File: src/hdl/spq_pkg.sv
// Shared types and constants for the sorted priority queue.
package spq_pkg;

  localparam int unsigned SPQ_CAPACITY = 16;
  localparam int unsigned ValW = 32;

  typedef enum logic [1:0] {
    CMD_PUSH  = 2'd0,
    CMD_POP   = 2'd1,
    CMD_CLEAR = 2'd2
  } cmd_e;

  typedef enum logic [1:0] {
    ST_OK        = 2'd0,
    ST_POP_EMPTY = 2'd1,
    ST_PUSH_FULL = 2'd2
  } status_e;

  typedef enum logic [1:0] {
    CELL_HOLD,
    CELL_PUSH,
    CELL_POP
  } cell_op_e;

  typedef struct packed {
    logic [1:0]             command;
    logic signed [ValW-1:0] value;
  } in_t;

  typedef struct packed {
    logic signed [ValW-1:0] popped_value;
    logic signed [ValW-1:0] head_value;
    logic                   is_empty;
    logic [1:0]             status;
  } out_t;

  // Broadcast from the control to every cell of the row.
  typedef struct packed {
    cell_op_e               op;
    logic signed [ValW-1:0] value;
  } cell_ctrl_t;

endpackage

File: src/hdl/spq_cell.sv
// One storage cell of the sorted row: compare, hold, insert or shift.
module spq_cell (
  input  logic                           clk_i,
  input  spq_pkg::cell_ctrl_t            ctrl_i,
  input  logic                           occupied_i,
  input  logic                           left_keep_i,
  input  logic signed [spq_pkg::ValW-1:0] left_value_i,
  input  logic signed [spq_pkg::ValW-1:0] right_value_i,
  output logic                           keep_o,
  output logic signed [spq_pkg::ValW-1:0] value_o
);
  import spq_pkg::*;

  logic signed [ValW-1:0] value_q, value_d;

  // Stays put on a push when it holds a strictly greater value.
  assign keep_o  = occupied_i && (value_q > ctrl_i.value);
  assign value_o = value_q;

  always_comb begin
    value_d = value_q;
    case (ctrl_i.op)
      CELL_PUSH: begin
        if (!keep_o) begin
          value_d = left_keep_i ? ctrl_i.value : left_value_i;
        end
      end
      CELL_POP:  value_d = right_value_i;
      CELL_HOLD: value_d = value_q;
      default:   value_d = value_q;
    endcase
  end

  always_ff @(posedge clk_i) begin
    value_q <= value_d;
  end

endmodule

File: src/hdl/sorted_priority_queue.sv
// Top level of the sorted priority queue: command decode, cell row, result register.
//
// Usage:
//   Input channel (in_valid_i / in_stall_o / in_data_i) carries one command
//   beat: push a signed value, pop the head, or clear. Output channel
//   (out_valid_o / out_stall_i / out_data_o) returns exactly one result beat
//   per command: popped value, new head value, empty flag and status.
//   The result is registered and appears in the cycle after the command beat is taken.
//   Throughput: one command per cycle unless stalled; every cell of the row
//   compares and shifts in the same cycle, so queue depth does not set the rate.
//   The single result register is the only buffer: while a result waits
//   under out_stall_i, in_stall_o is raised and no new command is taken, and
//   the waiting result holds steady.
//   Reset empties the queue (entry count to zero) and drops any pending
//   result; cell contents are left as they are and count as empty.
//   A push into a full queue is dropped, a pop on an empty queue is ignored,
//   each with its status code; command code 3 does nothing.
module sorted_priority_queue #(
  parameter int unsigned CAPACITY = spq_pkg::SPQ_CAPACITY
) (
  input  logic           clk_i,
  input  logic           rst_ni,
  input  logic           in_valid_i,
  output logic           in_stall_o,
  input  spq_pkg::in_t   in_data_i,
  output logic           out_valid_o,
  input  logic           out_stall_i,
  output spq_pkg::out_t  out_data_o
);
  import spq_pkg::*;

  localparam int unsigned CntW = $clog2(CAPACITY + 1);

  logic [CntW-1:0]        count_q, count_d;
  logic                   out_valid_q;
  out_t                   out_q, out_d;
  logic                   accept;
  cell_ctrl_t             ctrl;
  logic                   full, empty;

  logic [CAPACITY-1:0]    occupied;
  logic [CAPACITY-1:0]    keep;
  logic signed [ValW-1:0] cell_value [CAPACITY];

  // Hold the command while an unclaimed result sits in the register.
  assign in_stall_o  = out_valid_q && out_stall_i;
  assign accept      = in_valid_i && !in_stall_o;
  assign out_valid_o = out_valid_q;
  assign out_data_o  = out_q;

  assign full  = (count_q == CntW'(CAPACITY));
  assign empty = (count_q == '0);

  // Cell row: each cell sees its left and right neighbour.
  for (genvar i = 0; i < CAPACITY; i++) begin : g_cell
    localparam logic [CntW-1:0] Idx = CntW'(i);
    logic                   left_keep;
    logic signed [ValW-1:0] left_value, right_value;

    assign occupied[i] = Idx < count_q;

    if (i == 0) begin : g_first
      assign left_keep  = 1'b1;
      assign left_value = ctrl.value;
    end else begin : g_inner
      assign left_keep  = keep[i-1];
      assign left_value = cell_value[i-1];
    end

    if (i == CAPACITY - 1) begin : g_last
      assign right_value = cell_value[i];
    end else begin : g_body
      assign right_value = cell_value[i+1];
    end

    spq_cell u_cell (
      .clk_i         (clk_i),
      .ctrl_i        (ctrl),
      .occupied_i    (occupied[i]),
      .left_keep_i   (left_keep),
      .left_value_i  (left_value),
      .right_value_i (right_value),
      .keep_o        (keep[i]),
      .value_o       (cell_value[i])
    );
  end

  // Decode the command beat into a row operation, the new count and the result.
  always_comb begin
    ctrl.op    = CELL_HOLD;
    ctrl.value = in_data_i.value;
    count_d    = count_q;
    out_d      = out_q;
    if (accept) begin
      out_d.popped_value = '0;
      out_d.status       = ST_OK;
      out_d.head_value   = empty ? '0 : cell_value[0];
      case (in_data_i.command)
        CMD_PUSH: begin
          if (full) begin
            out_d.status = ST_PUSH_FULL;
          end else begin
            ctrl.op          = CELL_PUSH;
            count_d          = count_q + CntW'(1);
            out_d.head_value = keep[0] ? cell_value[0] : in_data_i.value;
          end
        end
        CMD_POP: begin
          if (empty) begin
            out_d.status = ST_POP_EMPTY;
          end else begin
            ctrl.op            = CELL_POP;
            count_d            = count_q - CntW'(1);
            out_d.popped_value = cell_value[0];
            // Advance: the second entry becomes the head, if there is one.
            out_d.head_value   = occupied[1] ? cell_value[1] : '0;
          end
        end
        CMD_CLEAR: begin
          count_d          = '0;
          out_d.head_value = '0;
        end
        default: begin
          ctrl.op = CELL_HOLD;
        end
      endcase
      out_d.is_empty = (count_d == '0);
    end
  end

  always_ff @(posedge clk_i or negedge rst_ni) begin
    if (!rst_ni) begin
      count_q     <= '0;
      out_valid_q <= 1'b0;
    end else begin
      count_q <= count_d;
      if (accept) begin
        out_valid_q <= 1'b1;
      end else if (!out_stall_i) begin
        out_valid_q <= 1'b0;
      end
    end
  end

  always_ff @(posedge clk_i) begin
    out_q <= out_d;
  end

endmodule

File: config.mk
export PLATFORM = sky130hd
export DESIGN_NAME = sorted_priority_queue
export DESIGN_NICKNAME = d
export VERILOG_FILES = /design/src/hdl/spq_pkg.sv /design/src/hdl/spq_cell.sv /design/src/hdl/sorted_priority_queue.sv
export SDC_FILE = /design/constraint.sdc
export NUM_CORES = 2
export LEC_CHECK = 0
export BUFFER_PORTS_ARGS = -buffer_cell sky130_fd_sc_hd__buf_2
export CAP_MARGIN = 20
export CELL_PAD_IN_SITES_DETAIL_PLACEMENT = 0
export CELL_PAD_IN_SITES_GLOBAL_PLACEMENT = 1
export CORE_MARGIN = 1
export CORE_UTILIZATION = 45
export DETAILED_ROUTE_END_ITERATION = 12
export GPL_TIMING_DRIVEN = 0
export PLACE_DENSITY = 0.77
export SLEW_MARGIN = 10
export SYNTH_ARGS = -nofsm -noshare
export SYNTH_HDL_FRONTEND = slang
export SYNTH_HIERARCHICAL = 1
export SYNTH_SLANG_ARGS = --single-unit
File: constraint.sdc
create_clock -name clk_i -period 8.48 [get_ports clk_i]
set_input_delay 1.696 -clock clk_i [delete_from_list [all_inputs] [get_ports clk_i]]
set_output_delay 1.696 -clock clk_i [all_outputs]
set_load 0.02 [all_outputs]
==> flow_summary.json <==
{
  "status": "finished clean",
  "dp_hpwl_mm": 99.0,
  "cts-buffers-inserted": 73,
  "cts_tree": "done",
  "power_leakage_nw": 18.7,
  "fin_ws_ns": 2.73,
  "crit_buf_inv": 4,
  "hold_viol_final": 0,
  "clock-sinks": 585,
  "final-seq-area_um2": 17500,
  "p_per_area_nw_per_um2": 236,
  "post_cts_buffers": 0,
  "row_count": 112,
  "fin_area_um2": 47100,
  "tightest_slew_ns": 1.07,
  "cts_hold_buf": 0,
  "crit_type": "input pin to register",
  "vdd.ir_drop.worst_mv": 0.160,
  "cp_slowest_cell": "a222oi_1",
  "fmax_ghz": 0.174,
  "routed_via_density": 5.68,
  "n_antenna_cell": 0,
  "area_growth_pct": 10.5,
  "period_needed_ns": 5.75,
  "final_antenna_net_count": 0,
  "rsz0062_at_grt": "no",
  "maxCapViolations": 0,
  "place_ws_ns": 2.12,
  "grt-ovfl-total": 0,
  "n_fill_cell": 8876,
  "critical_path.cell_chain": "buf_2 -> inv_1 -> ha_1 -> nand4_1 -> nor4_1 -> a31oi_1 -> or4b_4 -> nand2_1 -> o21ai_1 -> o21ai_1 -> buf_2 -> a222oi_1 -> inv_1",
  "yosys_warnings": 6,
  "cp.arrival_ns": 6.12,
  "grt_pass1_vias": 33942,
  "die_area_um2": 95900,
  "htreeDepth": 3,
  "dr.pass1.iters": 8,
  "grt_pass1_wl_mm": 195,
  "setup-violations-final": 0,
  "clockBufferDepth": 3,
  "min-delay-path-class": "register to register",
  "start_util_pct": 45.5,
  "postCtsResizedCells": 0,
  "nNetsFinal": 5168,
  "ios": 107,
  "cts-root-buf": "clkbuf_16",
  "dieHeight_um": 310,
  "placed_cell_area_um2": 44800,
  "crit_fanout": 34,
  "drt-initial-drc-count": 2539,
  "final_layout_size_suffix_gt1_share_pct": 5.79,
  "reg2reg_slack_ns": 4.00,
  "synth_fp_nets": 4985,
  "avgSynthCellArea_um2": 9.61,
  "fin_setup_tns_ns": 0,
  "place_congestion": 0.917,
  "fin_skew_ns": 0.0299,
  "fp.coreArea_um2": 93600,
  "required_ns": 8.84,
  "via_count": 33597,
  "drcViolationCount": 0,
  "post_drt_wl_per_cell_um": 21.3,
  "path_delay_family": "compound AO/OA/AOI/OAI gates",
  "syn_inst": 4431,
  "worstSkewPairLatency_ns": 0.66,
  "min_period_over_period_pct": 67.8,
  "antenna_found_initial": 1,
  "slew_headroom_pct": 27.9,
  "die_w_um": 310,
  "portBuffers": 105,
  "slowest_delay_ns": 0.89,
  "cp-start-kind": "input pin",
  "multiInputGateArea_um2": 22200,
  "path_clk_slew_ns": 0.06,
  "maxSlewViolCount": 0,
  "grt_usage_pct": 26.3,
  "end_kind": "register",
  "syn-cell-area_um2": 42600,
  "routed_wl_mm": 126,
  "grt_start_max_net_pins": 44
}
[stage by stage]
| stage | util (%) | hold WS (ns) | std cells | total power, mW |
|---|---|---|---|---|
| after floorplan | - | 0.545 | 4431 | 6.85 |
| after global placement | 47.7 | 0.499 | 5790 | 7.97 |
| after detailed placement | 47.8 | 0.526 | 5793 | 8.05 |
| after CTS | 50.3 | 0.541 | 5919 | 11.2 |
| after global routing | 50.3 | 0.586 | 5919 | 11.7 |
| final | 50.3 | 0.531 | 5919 | 11.1 |
[area by class of cell]
| cell class | instances | share of cell area (%) |
|---|---|---|
| clock buffer | 91 | 4.07 |
| clock inverter | 35 | 0.800 |
| inverter | 582 | 4.64 |
| sequential | 585 | 37.3 |
| buffer | 198 | 1.60 |
| timing repair buffer | 108 | 1.23 |
| tap | 1254 | 3.33 |
| multi-input combinational | 3066 | 47.1 |
[metal layers]
layer	part of all wire, %	vias up	global-route usage [%]
li1	-	16410	-
met2	50	965	47.1
met3	4.6	302	2.94
met4	4.9	0	13.3
met5	0	-	0
met1	40	15920	31.1
[worst paths after layout]
kind                                    startpoint                                 endpoint  cells after the start
max                                  in_data_i[31]                 out_data_o[24]$_DFFE_PP_                     13
min                        out_valid_o$_DFFE_PN0P_                  out_valid_o$_DFFE_PN0P_                      2
max reg2reg                 count_q[2]$_DFFE_PN0P_  g_cell[14].u_cell/value_o[17]$_DFFE_PP_                     12
min reg2reg                out_valid_o$_DFFE_PN0P_                  out_valid_o$_DFFE_PN0P_                      2
max in group asynchronous                   rst_ni                   count_q[2]$_DFFE_PN0P_                      1
min in group asynchronous                   rst_ni                  out_valid_o$_DFFE_PN0P_                      1
[cell usage in the layout (no fill, tap or decap), types with 17 or more instances in the layout]
cell and instances:
a211oi_1 17, a21o_1 19, a21oi_1 194, a221o_1 17, a222oi_1 32, a22oi_1 17
a31oi_1 17, and2_1 33, buf_1 32, buf_2 113, clkbuf_1 175, clkbuf_16 74
edfxtp_1 579, ha_1 516, inv_1 581, mux2i_1 512, nand2_1 641, nand3_1 51
nand4_1 128, nor2_1 91, nor3_1 19, o211ai_1 52, o21ai_0 564
[worst min-delay path, cell delays in order, from the launching register on]
cell and delay (ns):
dfrtp_1 0.34, nand2_1 0.08, nand2b_1 0.08
[power by group]
| part | leakage (nW) | total, mW | switching [mW] | internal (mW) |
|---|---|---|---|---|
| Combinational | 12.2 | 3.85 | 2.34 | 1.51 |
| Sequential | 5.44 | 4.18 | 0.335 | 3.85 |
| Clock | 1.10 | 3.09 | 1.30 | 1.79 |
[registers in the layout (all words and copies together) (netlist names)]
name and cells:
g_cell.u_cell/value_o 512, out_data_o 67, count_q 5, out_valid_o 1
No activity file was read; power rests on OpenSTA's default activity.
